**src/rtl/msst_pkg.sv**
```systemverilog
// shared constants, types and control structs of the timer slot engine
package msst_pkg;

  localparam int TimerSlots = 16;
  localparam int MaxResults = 16;
  localparam int SlotW      = (TimerSlots > 1) ? $clog2(TimerSlots) : 1;
  localparam int CntW       = $clog2(MaxResults + 1);

  localparam int OpW    = 2;
  localparam int IdW    = 4;
  localparam int TicksW = 32;

  localparam logic [OpW-1:0] OP_START = 2'd0;
  localparam logic [OpW-1:0] OP_STOP  = 2'd1;
  localparam logic [OpW-1:0] OP_TICK  = 2'd2;

  typedef logic [SlotW-1:0]  slot_idx_t;
  typedef logic [CntW-1:0]   fire_cnt_t;
  typedef logic [TicksW-1:0] ticks_t;

  // controller to datapath
  typedef struct packed {
    logic      in_ready;
    logic      scan_step;
    logic      flush;
    slot_idx_t idx;
  } cmd_t;

  // datapath to controller
  typedef struct packed {
    logic tick_req;
    logic due;
    logic pend_valid;
    logic out_free;
  } status_t;

endpackage

```
**src/rtl/msst_if.sv**
```systemverilog
// request and result channel interfaces of the timer slot engine
interface msst_in_if;
  logic                       valid;
  logic                       ready;
  logic [msst_pkg::OpW-1:0]   operation;
  logic [msst_pkg::IdW-1:0]   slot_id;
  logic [msst_pkg::TicksW-1:0] period_ticks;
  logic [msst_pkg::TicksW-1:0] repeat_count;
  logic                       reload_mode;
  logic [msst_pkg::TicksW-1:0] first_delay;

  modport source (output valid, operation, slot_id, period_ticks, repeat_count,
                  reload_mode, first_delay, input ready);
  modport sink   (input valid, operation, slot_id, period_ticks, repeat_count,
                  reload_mode, first_delay, output ready);
endinterface

interface msst_out_if;
  logic                     valid;
  logic                     ready;
  logic [msst_pkg::IdW-1:0] fired_slot;
  logic                     expired;
  logic                     last;

  modport source (output valid, fired_slot, expired, last, input ready);
  modport sink   (input valid, fired_slot, expired, last, output ready);
endinterface

```
**src/rtl/msst_ctrl.sv**
```systemverilog
// controller: idle, slot scan and final result flush sequencing
module msst_ctrl (
  input  logic              clk_i,
  input  logic              rst_ni,
  input  msst_pkg::status_t status_i,
  output msst_pkg::cmd_t    cmd_o
);

  localparam logic [1:0] S_IDLE  = 2'd0;
  localparam logic [1:0] S_SCAN  = 2'd1;
  localparam logic [1:0] S_FLUSH = 2'd2;

  logic [1:0]          state_q, state_d;
  msst_pkg::slot_idx_t idx_q, idx_d;
  logic                step_ok;

  assign step_ok = !(status_i.due && status_i.pend_valid && !status_i.out_free);

  always_comb begin
    state_d         = state_q;
    idx_d           = idx_q;
    cmd_o.in_ready  = 1'b0;
    cmd_o.scan_step = 1'b0;
    cmd_o.flush     = 1'b0;
    cmd_o.idx       = idx_q;
    case (state_q)
      S_IDLE: begin
        cmd_o.in_ready = 1'b1;
        if (status_i.tick_req) begin
          state_d = S_SCAN;
          idx_d   = '0;
        end
      end
      S_SCAN: begin
        if (step_ok) begin
          cmd_o.scan_step = 1'b1;
          if (idx_q == msst_pkg::slot_idx_t'(msst_pkg::TimerSlots - 1)) begin
            state_d = S_FLUSH;
          end else begin
            idx_d = idx_q + 1'b1;
          end
        end
      end
      S_FLUSH: begin
        if (!status_i.pend_valid) begin
          state_d = S_IDLE;
        end else if (status_i.out_free) begin
          cmd_o.flush = 1'b1;
          state_d     = S_IDLE;
        end
      end
      default: begin
        state_d = S_IDLE;
      end
    endcase
  end

  always_ff @(posedge clk_i or negedge rst_ni) begin
    if (!rst_ni) begin
      state_q <= S_IDLE;
      idx_q   <= '0;
    end else begin
      state_q <= state_d;
      idx_q   <= idx_d;
    end
  end

endmodule

```
**src/rtl/msst_dp.sv**
```systemverilog
// datapath: tick counter, slot tables, pending result and output register
module msst_dp (
  input  logic              clk_i,
  input  logic              rst_ni,
  input  msst_pkg::cmd_t    cmd_i,
  output msst_pkg::status_t status_o,
  msst_in_if.sink           in_i,
  msst_out_if.source        out_o
);

  msst_pkg::ticks_t    now_q;
  logic [msst_pkg::TimerSlots-1:0] active_q;
  msst_pkg::ticks_t    deadline_q  [msst_pkg::TimerSlots];
  msst_pkg::ticks_t    period_q    [msst_pkg::TimerSlots];
  msst_pkg::ticks_t    remaining_q [msst_pkg::TimerSlots];
  logic                mode_q      [msst_pkg::TimerSlots];
  msst_pkg::fire_cnt_t fire_cnt_q;

  logic                     pend_valid_q;
  logic [msst_pkg::IdW-1:0] pend_slot_q;
  logic                     pend_exp_q;

  logic                     out_valid_q;
  logic [msst_pkg::IdW-1:0] out_slot_q;
  logic                     out_exp_q;
  logic                     out_last_q;

  logic                accept;
  logic                slot_ok;
  msst_pkg::slot_idx_t wr_idx;
  msst_pkg::slot_idx_t idx;
  msst_pkg::ticks_t    rd_dl, rd_per, rd_rem, diff, eff_per, base, next_dl;
  logic                rd_mode, due, fire, exp_hit, out_free, push_pend;

  assign accept  = in_i.valid && cmd_i.in_ready;
  assign slot_ok = (32'(in_i.slot_id) < msst_pkg::TimerSlots);
  assign wr_idx  = msst_pkg::slot_idx_t'(in_i.slot_id);
  assign idx     = cmd_i.idx;

  assign rd_dl   = deadline_q[idx];
  assign rd_per  = period_q[idx];
  assign rd_rem  = remaining_q[idx];
  assign rd_mode = mode_q[idx];

  // wrap-safe due check
  assign diff    = now_q - rd_dl;
  assign due     = active_q[idx] && !diff[msst_pkg::TicksW-1]
                   && (fire_cnt_q < msst_pkg::fire_cnt_t'(msst_pkg::MaxResults));
  assign eff_per = (rd_per == '0) ? msst_pkg::ticks_t'(1) : rd_per;
  assign base    = rd_mode ? rd_dl : now_q;
  assign next_dl = base + eff_per;
  assign exp_hit = (rd_rem == msst_pkg::ticks_t'(1));
  assign fire    = cmd_i.scan_step && due;

  assign out_free  = !out_valid_q || out_o.ready;
  assign push_pend = (fire && pend_valid_q) || cmd_i.flush;

  assign status_o.tick_req   = in_i.valid && (in_i.operation == msst_pkg::OP_TICK);
  assign status_o.due        = due;
  assign status_o.pend_valid = pend_valid_q;
  assign status_o.out_free   = out_free;

  assign in_i.ready       = cmd_i.in_ready;
  assign out_o.valid      = out_valid_q;
  assign out_o.fired_slot = out_slot_q;
  assign out_o.expired    = out_exp_q;
  assign out_o.last       = out_last_q;

  // slot tables
  always_ff @(posedge clk_i) begin
    if (accept && (in_i.operation == msst_pkg::OP_START) && slot_ok) begin
      period_q[wr_idx]    <= in_i.period_ticks;
      remaining_q[wr_idx] <= in_i.repeat_count;
      mode_q[wr_idx]      <= in_i.reload_mode;
      deadline_q[wr_idx]  <= now_q + in_i.first_delay;
    end else if (fire) begin
      if (rd_rem != '0) begin
        remaining_q[idx] <= rd_rem - 1'b1;
      end
      if (!exp_hit) begin
        deadline_q[idx] <= next_dl;
      end
    end
  end

  // control state
  always_ff @(posedge clk_i or negedge rst_ni) begin
    if (!rst_ni) begin
      now_q        <= '0;
      active_q     <= '0;
      fire_cnt_q   <= '0;
      pend_valid_q <= 1'b0;
      out_valid_q  <= 1'b0;
    end else begin
      if (accept) begin
        case (in_i.operation)
          msst_pkg::OP_START: begin
            if (slot_ok) begin
              active_q[wr_idx] <= 1'b1;
            end
          end
          msst_pkg::OP_STOP: begin
            if (slot_ok) begin
              active_q[wr_idx] <= 1'b0;
            end
          end
          msst_pkg::OP_TICK: begin
            now_q      <= now_q + 1'b1;
            fire_cnt_q <= '0;
          end
          default: begin
          end
        endcase
      end
      if (fire) begin
        fire_cnt_q   <= fire_cnt_q + 1'b1;
        pend_valid_q <= 1'b1;
        if (exp_hit) begin
          active_q[idx] <= 1'b0;
        end
      end else if (cmd_i.flush) begin
        pend_valid_q <= 1'b0;
      end
      if (push_pend) begin
        out_valid_q <= 1'b1;
      end else if (out_o.ready) begin
        out_valid_q <= 1'b0;
      end
    end
  end

  // pending and output payload
  always_ff @(posedge clk_i) begin
    if (fire) begin
      pend_slot_q <= msst_pkg::IdW'(idx);
      pend_exp_q  <= exp_hit;
    end
    if (push_pend) begin
      out_slot_q <= pend_slot_q;
      out_exp_q  <= pend_exp_q;
      out_last_q <= cmd_i.flush;
    end
  end

endmodule

```
**src/rtl/multi_slot_software_timer_engine_top.sv**
```systemverilog
// top level of the multi-slot timer engine
// requests enter on in_i (valid/ready): start arms a slot, stop disarms it,
// tick advances the 32-bit tick counter and scans every slot once.
// start, stop and unused codes produce no result.
// a tick is accepted, then the scan visits every slot in turn, then the final
// result is flushed if one is pending; the scan reads one slot table entry
// per cycle while the output does not stall it.
// each firing slot yields one result on out_o with fired_slot, expired and
// last; last marks the final result of that tick. results go through a
// one-entry pending stage and an output register: a result leaves the
// pending stage when the next firing slot is scanned or at the flush, and
// shows on out_o the cycle after.
// no new request is taken while a tick scan is in progress.
// when out_o stalls the scan pauses at the next firing slot until the output
// register frees up; no result is dropped or repeated.
// reset clears the tick counter and all slot active bits at once; slot
// tables need no clearing since they are read only for armed slots.
module multi_slot_software_timer_engine_top (
  input  logic       clk_i,
  input  logic       rst_ni,
  msst_in_if.sink    in_i,
  msst_out_if.source out_o
);

  msst_pkg::cmd_t    cmd;
  msst_pkg::status_t status;

  msst_ctrl u_ctrl (
    .clk_i    (clk_i),
    .rst_ni   (rst_ni),
    .status_i (status),
    .cmd_o    (cmd)
  );

  msst_dp u_dp (
    .clk_i    (clk_i),
    .rst_ni   (rst_ni),
    .cmd_i    (cmd),
    .status_o (status),
    .in_i     (in_i),
    .out_o    (out_o)
  );

endmodule
```
**src/flat_wrapper.sv**
```systemverilog
// flat-port wrapper written by rule: the top's interface ports become plain ports
module multi_slot_software_timer_engine_top_flat 
  (clk_i, rst_ni, in_i_valid, in_i_operation, in_i_slot_id, in_i_period_ticks, in_i_repeat_count, in_i_reload_mode, in_i_first_delay, in_i_ready, out_o_valid, out_o_fired_slot, out_o_expired, out_o_last, out_o_ready);
  msst_in_if in_i_i ();
  msst_out_if out_o_i ();
  input  logic clk_i;
  input  logic rst_ni;
  input wire logic [$bits(in_i_i.valid)-1:0] in_i_valid;
  input wire logic [$bits(in_i_i.operation)-1:0] in_i_operation;
  input wire logic [$bits(in_i_i.slot_id)-1:0] in_i_slot_id;
  input wire logic [$bits(in_i_i.period_ticks)-1:0] in_i_period_ticks;
  input wire logic [$bits(in_i_i.repeat_count)-1:0] in_i_repeat_count;
  input wire logic [$bits(in_i_i.reload_mode)-1:0] in_i_reload_mode;
  input wire logic [$bits(in_i_i.first_delay)-1:0] in_i_first_delay;
  output wire logic [$bits(in_i_i.ready)-1:0] in_i_ready;
  output wire logic [$bits(out_o_i.valid)-1:0] out_o_valid;
  output wire logic [$bits(out_o_i.fired_slot)-1:0] out_o_fired_slot;
  output wire logic [$bits(out_o_i.expired)-1:0] out_o_expired;
  output wire logic [$bits(out_o_i.last)-1:0] out_o_last;
  input wire logic [$bits(out_o_i.ready)-1:0] out_o_ready;
  assign in_i_i.valid = in_i_valid;
  assign in_i_i.operation = in_i_operation;
  assign in_i_i.slot_id = in_i_slot_id;
  assign in_i_i.period_ticks = in_i_period_ticks;
  assign in_i_i.repeat_count = in_i_repeat_count;
  assign in_i_i.reload_mode = in_i_reload_mode;
  assign in_i_i.first_delay = in_i_first_delay;
  assign in_i_ready = in_i_i.ready;
  assign out_o_valid = out_o_i.valid;
  assign out_o_fired_slot = out_o_i.fired_slot;
  assign out_o_expired = out_o_i.expired;
  assign out_o_last = out_o_i.last;
  assign out_o_i.ready = out_o_ready;
  multi_slot_software_timer_engine_top u_core (.clk_i(clk_i), .rst_ni(rst_ni), .in_i(in_i_i), .out_o(out_o_i));
endmodule
```
**config.mk**
```make
export PLATFORM = sky130hd
export DESIGN_NAME = multi_slot_software_timer_engine_top_flat
export DESIGN_NICKNAME = d
export VERILOG_FILES = /design/src/rtl/msst_pkg.sv /design/src/rtl/msst_if.sv /design/src/rtl/msst_ctrl.sv /design/src/rtl/msst_dp.sv /design/src/rtl/multi_slot_software_timer_engine_top.sv /design/src/flat_wrapper.sv
export SDC_FILE = /design/constraint.sdc
export NUM_CORES = 2
export LEC_CHECK = 0
export CAP_MARGIN = 0
export CORE_MARGIN = 5
export CORE_UTILIZATION = 57
export CTS_CLUSTER_SIZE = 10
export DETAILED_ROUTE_END_ITERATION = 12
export DONT_BUFFER_PORTS = 1
export PLACE_DENSITY = 0.75
export SETUP_SLACK_MARGIN = 0.05
export SYNTH_ARGS = -nofsm -noshare
export SYNTH_HDL_FRONTEND = slang
export SYNTH_SLANG_ARGS = --single-unit
```
**constraint.sdc**
```tcl
create_clock -name clk_i -period 9.2 [get_ports clk_i]
set_input_delay 0.46 -clock clk_i [delete_from_list [all_inputs] [get_ports clk_i]]
set_output_delay 0.46 -clock clk_i [all_outputs]
set_load 0.02 [all_outputs]
```
* After elaboration in Yosys (flattened, before gate mapping) *
Memory sizes are Yosys's and may differ from the RTL's.
Index checks and enable logic that the tools add are counted.

operators by class
  $add $sub $neg = 7
  $lt $le $gt $ge = 5
  equality and inequality tests = 11
  muxes and demuxes = 51
  bitwise gates (word level) = 5
  reduce and logical (&&, ||, !) cells = 31

operators by type and width
  operator               count
  $mux 32                4
  $add 32x32->32         2
  $reduce_or 32->1       2
  $mux 16                3
  $add 32x1->32 const B  1
  $and 16x16->16         2
  $eq 32x1->1 const B    1
  $logic_not 32->1       1
  $not 16->16            2
  $pmux 16 s2            1
  $reduce_bool 32->1     1
  $sub 32x1->32 const B  1
  $sub 32x32->32         1
  $mux 1                 25
  $mux 4                 5
  $or 16x16->16          1
  $mux 5                 3
  $logic_and 1x1->1      11
  $lt 4x5->1 const B     2
  $mux 2                 5
  $reduce_bool 2->1      5
  $demux 1 s4            2
  $ge 4x1->1 const B     2
  $pmux 4 s2             1
  other kinds (16)       26

word-level totals
  flip-flop bits (word level) = 72
  memory bits (writable) = 1552
  bits of input ports = 107
  output and inout port bits = 8
  word-level logic and storage cells = 126
  memories kept = 4

memory list
  name                     words  bits a word  read ports  clocked after Yosys merged registers in  write ports  RTL line       text
  u_core.u_dp.deadline_q   16     32           1           0                                        1            msst_dp.sv:13  msst_pkg::ticks_t deadline_q [msst_pkg::TimerSlots];
  u_core.u_dp.period_q     16     32           1           0                                        1            msst_dp.sv:14  msst_pkg::ticks_t period_q [msst_pkg::TimerSlots];
  u_core.u_dp.remaining_q  16     32           1           0                                        1            msst_dp.sv:15  msst_pkg::ticks_t remaining_q [msst_pkg::TimerSlots];
  u_core.u_dp.mode_q       16     1            1           0                                        1            msst_dp.sv:16  logic mode_q [msst_pkg::TimerSlots];

* Depth between registers and ports, before layout *
An unclocked memory read counts as a cell.

  depth after elaboration = 15
  depth in mapped cells = 27
  mapped depth without buffers = 16

* Cells and area by module *
Synthesis repeated with hierarchy kept, for this count alone.

second synthesis, totals
  cell total of the unflattened synthesis = 3413
  area, all modules = 68329.3 µm²

modules (own cells, without submodules)
  module     times used  cells each  area an instance (µm²)  sequential area each (µm²)
  msst_dp    1           3370        67927.6                 48311.3
  msst_ctrl  1           43          401.6                   150.1

* Worst setup path before layout *
No wires, ideal clock.

  kind = reg-to-reg
  start = reg u_core.u_ctrl.idx_q[0]
  end = mem u_core.u_dp.deadline_q[10][0] (netlist name), enable pin
  setup time = 470 ps
  data arrival time = 8963 ps
  required time = 8730 ps
  setup slack = -233 ps
  stages on the path, launching flop included = 28
  path buffers = 14
  clock period less this slack = 9433 ps
  cell sequence = dfrtp_1 -> buf_6 -> buf_6 -> buf_4 -> buf_6 -> buf_4 -> buf_4 -> buf_2 -> buf_2 -> clkbuf_1 -> buf_2 -> buf_2 -> mux4_2 -> mux4_2 -> inv_1 -> ha_1 -> and3_1 -> a221o_1 -> a221o_1 -> a211o_1 -> o31ai_1 -> a21o_1 -> a221oi_1 -> buf_2 -> nor2b_1 -> buf_6 -> buf_6 -> o31ai_1

on the way
  longest elaborated chain between the ends = 15
  elaborated cells on any way between the ends = 21
  classes of those cells = 1 x add/sub; 1 x eq/ne; 10 x mux; 7 x reduce/logical; 2 x memory

RTL lines
  element                                                   RTL line         text
  from (decl)                                               msst_ctrl.sv:14  msst_pkg::slot_idx_t idx_q, idx_d;
  from (signal assigned)                                    msst_ctrl.sv:64  idx_q <= idx_d;
  $mem_v2 16x32                                             -
  $sub 32x32->32                                            msst_dp.sv:46    assign diff = now_q - rd_dl;
  $logic_not 1->1                                           msst_dp.sv:47    assign due = active_q[idx] && !diff[msst_pkg::TicksW-1]
  $logic_and 1x1->1                                         msst_dp.sv:47
  $logic_and 1x1->1                                         msst_dp.sv:48    && (fire_cnt_q < msst_pkg::fire_cnt_t'(msst_pkg::MaxResults));
  $logic_and 1x1->1 (2 in a row)                            msst_ctrl.sv:17  assign step_ok = !(status_i.due && status_i.pend_valid && !status_i.out_free);
  $mux 1                                                    msst_ctrl.sv:35  if (step_ok) begin
  $mux 1                                                    msst_ctrl.sv:26  case (state_q)
  $logic_and 1x1->1                                         msst_dp.sv:53    assign fire = cmd_i.scan_step && due;
  $mux 1                                                    msst_dp.sv:76    end else if (fire) begin
  $mux 1                                                    msst_dp.sv:71    if (accept && (in_i.operation == msst_pkg::OP_START) && slot_ok) begin
  $mux 1 (implied by the code)                              msst_dp.sv:81    deadline_q[idx] <= next_dl;
  $reduce_or 32->1 (no source line)                         -
  $mux 4 (no source line) / $mux 1 (equally long branches)  -
  to (decl)                                                 msst_dp.sv:13

Parallel ways exist; a longest one is shown, timed or not. The select of a mux whose other input is x is not followed.

* Worst setup path in the final report *
  start = reg u_core.u_ctrl.idx_q[1]
  end = mem u_core.u_dp.deadline_q[5][30] (netlist name), data pin

on the way
  longest elaborated chain between the ends = 15
  elaborated cells on any way between the ends = 26
  classes of those cells = 2 x add/sub; 1 x eq/ne; 11 x mux; 8 x reduce/logical; 4 x memory

RTL lines
  element                            RTL line
  $mem_v2 16x32                      -
  $sub 32x32->32                     msst_dp.sv:46
  $logic_not 1->1                    msst_dp.sv:47
  $logic_and 1x1->1                  msst_dp.sv:47
  $logic_and 1x1->1                  msst_dp.sv:48
  $logic_and 1x1->1 (2 in a row)     msst_ctrl.sv:17
  $mux 1                             msst_ctrl.sv:35
  $mux 1                             msst_ctrl.sv:26
  $logic_and 1x1->1                  msst_dp.sv:53
  $mux 1                             msst_dp.sv:76
  $mux 1                             msst_dp.sv:71
  $mux 1 (implied by the code)       msst_dp.sv:81
  $reduce_or 32->1 (no source line)  -
  $mux 32 (no source line) *         -

Mark *: on every way between the ends. The rest lies on a longest branch, timed or not. The select of a mux whose other input is x is not followed.

==> impl_metrics.csv <==
group,metric,value,unit
synth,async_flop_share,3.756,%
clocking,cts_max_level,4,
critical_path,required,9.59,ns
sta,finalHoldViolCount,0,
job,max_cap_viol_count,0,
critical_path,cp-start-kind,"register",
critical_path,arrival,8.16,ns
clocking,post_cts_buffers,0,
global_route,grt_pass1_vias,36020,
floorplan,placementRows,126,
routing,vias,34990,
synth,yosysWarningCount,0,
synth,yosysTopAreaCellShare,69.27,%
floorplan,dieWidth,354.8,um
floorplan,num_io_pins,115,
critical_path,path_class,"register to register",
sta,fin_crit,7.767,ns
clocking,cts_tree,"done",
worst_hold_path,hold_path_depth,1,
routing,drt_iter0_drc,4508,
clocking,clk_pin_slew,0.05,ns
clocking,cts_buffers,182,
critical_path,critPathCaptureType,"register",
outcome,status,"finished clean",
sta,worst_pin_slew,1.314,ns
sta,clock_skew,0.04852,ns
sta,setup_viol,0,
clocking,cts_resized,0,
routing,drt-total-wl,167200,um
synth,yosysSeqAreaShare,71.52,%
routing,first_pass_iters,6,
placed_design,dpl.hpwl,93240,um
synth,synth_seq_cells,1624,
floorplan,dieArea,125900,um2
finish,syn_to_final_growth,12.33,%
global_route,grt_pass1_wl,243800,um
sta,slew_headroom,9.923,%
global_route,antenna_found_initial,20,
finish,drive_above_1_share,25.49,%
sta,post-route-period-util,84.43,%
synth,syn_nets,3551,
floorplan,initial_utilization,57.38,%
routing,vias_per_cell,6.789,
placed_design,pre_cts_slack,1.407,ns
routing,wire_per_inst,32.45,um
global_route,grt_remaining_overflow,0,
pwr,finalPower,23.97,mW
sta,report.final.slew_viol_count,0,
critical_path,reg2regPathDepth,18,
floorplan,die_h,354.8,um
floorplan,core_area,118100,um2
critical_path,critPathMaxFanout,75,
placed_design,place_congestion,0.9641,
finish,fin_nets,3738,
synth,yosysTopAreaCell,"edfxtp_1",
clocking,clk_latency,0.79,ns
sta,fmax,128.7,MHz
synth,synth_area_leaders,"edfxtp_1 69%, mux4_2 16%, dfrtp_1 2.3%",
synth,netlist_instances,3342,
clocking,root_buffer,"clkbuf_16",
synth,syn_area_per_cell,20.27,um2
clocking,clk_path_buf_depth,3,
sta,rsz0062_at_grt,"false",
finish,n_fill_cell,7499,
routing,antenna_left,0,
global_route,track_usage,26.74,%
synth,syn-cell-area,67760,um2
pwr,p_leak,24.76,nW
global_route,grt_max_degree,88,
synth,synth_cell_types,68,
synth,synth_ff_type,"edfxtp_1",
pwr,max-vdd-ir-drop,0.2352,mV
sta,fin_ws,1.433,ns
placed_design,io_buffers,0,
clocking,clkSinkCount,1624,
routing,drc,0,
synth,synth_edf_count,1563,
worst_hold_path,min_path_type,"input port to register",
finish,postLayoutCoreUtil,64.46,%
pwr,power_density,314.9,nW/um2
Yosys cell counts, types with 41 or more instances:
library cell,n
a21oi_1,75
ha_1,100
xnor2_1,68
dfrtp_1,61
nor2_1,101
edfxtp_1,1563
o21ai_0,67
mux2_2,41
buf_2,51
xor2_1,44
inv_1,65
nand2_1,112
clkbuf_1,62
mux4_2,488
metrics by stage:
| stage | hold slack, ns | cell area, um2 | TNS (ns) | instances |
|---|---|---|---|---|
| finish | 0.04596 | 76110 | 0 | 5154 |
| global route | 0.02768 | 76080 | 0 | 5143 |
| CTS | 0.001356 | 76040 | 0 | 5141 |
| detailed placement | 0.1704 | 70300 | 0 | 4824 |
| global placement | 0.1670 | 70300 | 0 | 4824 |
| floorplan | 0.1644 | 67770 | -29.82 | 3342 |
final timing paths:
check,startpoint,end,slack (ns)
worst min-delay path,in_i_repeat_count[15],u_core.u_dp.remaining_q[0][15],0.05
worst max-delay path,u_core.u_ctrl.idx_q[1],u_core.u_dp.deadline_q[5][30],1.43
min in group asynchronous,rst_ni,u_core.u_dp.now_q[15],0.26
max in group asynchronous,rst_ni,u_core.u_ctrl.idx_q[2],8.60
worst max register to register,u_core.u_ctrl.idx_q[1],u_core.u_dp.deadline_q[5][30],1.43
worst min register to register,u_core.u_dp.pend_exp_q,u_core.u_dp.out_o.expired,0.43
logic make-up after synthesis:
group	count (synthesis)	synth area share, %
AO/OA/AOI/OAI	284	2.650
flip-flops	1624	71.52
multiplexers	592	17.99
AND/OR/NAND/NOR	419	3.075
adder cells (fa/ha/maj)	102	1.906
XOR/XNOR	112	1.448
buffers and inverters	209	1.413
final cells by class:
| cell class | instances | area [um2] | area share (%) |
|---|---|---|---|
| Tap cell | 1536 | 1922 | 2.525 |
| Sequential cell | 1624 | 48480 | 63.69 |
| Clock inverter | 18 | 327.8 | 0.4307 |
| Clock buffer | 243 | 4836 | 6.354 |
| Timing Repair Buffer | 147 | 1424 | 1.871 |
| Multi-Input combinational cell | 1509 | 18850 | 24.77 |
| Antenna cell | 12 | 30.03 | 0.03945 |
| Inverter | 65 | 244.0 | 0.3206 |
registers in the layout, indices dropped and copies added (netlist names):
name                          count
u_core.u_dp.out_o.expired         1
u_core.u_dp.out_o.fired_slot      4
u_core.u_ctrl.state_q             2
u_core.u_dp.out_o.valid           1
u_core.u_dp.out_o.last            1
u_core.u_dp.active_q             16
u_core.u_dp.deadline_q          512
u_core.u_dp.pend_valid_q          1
u_core.u_dp.pend_slot_q           4
u_core.u_ctrl.idx_q               4
u_core.u_dp.mode_q               16
u_core.u_dp.fire_cnt_q            5
u_core.u_dp.period_q            512
u_core.u_dp.now_q                32
u_core.u_dp.pend_exp_q            1
u_core.u_dp.remaining_q         512
metal layers:
metal  GRT usage, %  up-vias  wire [um]
met5              0        -         95
li1               -    14220          -
met3          6.939      393      17130
met2          42.57     2072      80960
met1          36.63    18290      63130
met4          9.303       14       5933
power breakdown:
group	switching, mW	internal, mW	total, mW
clock	2.77	3.65	6.42
combinational	4.85	3.68	8.52
sequential	0.270	8.75	9.02
total	7.89	16.1	24.0
cells in the final DEF, fill, tap and decap left out, types with 8 or more instances in the layout:
| cell | instances |
|---|---|
| edfxtp_1 | 1563 |
| mux4_2 | 488 |
| clkbuf_16 | 184 |
| nand2_1 | 111 |
| ha_1 | 100 |
| nor2_1 | 88 |
| buf_4 | 78 |
| a21oi_1 | 75 |
| xnor2_1 | 68 |
| inv_1 | 62 |
| clkbuf_1 | 58 |
| dfrtp_1 | 57 |
| dlygate4sd3_1 | 55 |
| o21ai_0 | 49 |
| xor2_1 | 44 |
| mux2_2 | 41 |
| nand3_1 | 40 |
| a21o_1 | 33 |
| mux2i_1 | 30 |
| nor3_1 | 26 |
| mux2_4 | 20 |
| nand2b_1 | 19 |
| and3_1 | 18 |
| a31oi_1 | 18 |
| o21ai_4 | 18 |
| nand4_1 | 15 |
| a211oi_1 | 15 |
| nor2b_1 | 13 |
| nor2_4 | 13 |
| buf_12 | 13 |
| diode_2 | 12 |
| nor4_1 | 12 |
| o21a_1 | 12 |
| o21bai_1 | 11 |
| or2_2 | 9 |
| and2_1 | 9 |
| mux2i_2 | 9 |
| and4_1 | 8 |
timing repair:
action                                  4_1_cts  5_1_grt
hold buffers                                 56        0
endpoints found under the setup margin        0        0
hold endpoints to repair                    857        0
worst max-delay path: stages, from the launching register on:
cell      delay (ns)
dfrtp_4         1.06
buf_12          0.44
buf_4           0.48
mux4_2          0.40
mux4_2          0.61
nor4_1          0.39
nand4_1         0.14
o21bai_1        0.19
ha_1            0.25
fa_1            0.27
a211oi_1        0.09
nor2_1          0.20
o21ai_0         0.18
o21ai_0         0.47
a32oi_1         0.19
o311ai_0        0.50
and4_1          0.27
a211oi_1        0.05
mux2i_1         0.97
No activity file was read; power rests on OpenSTA's default activity.
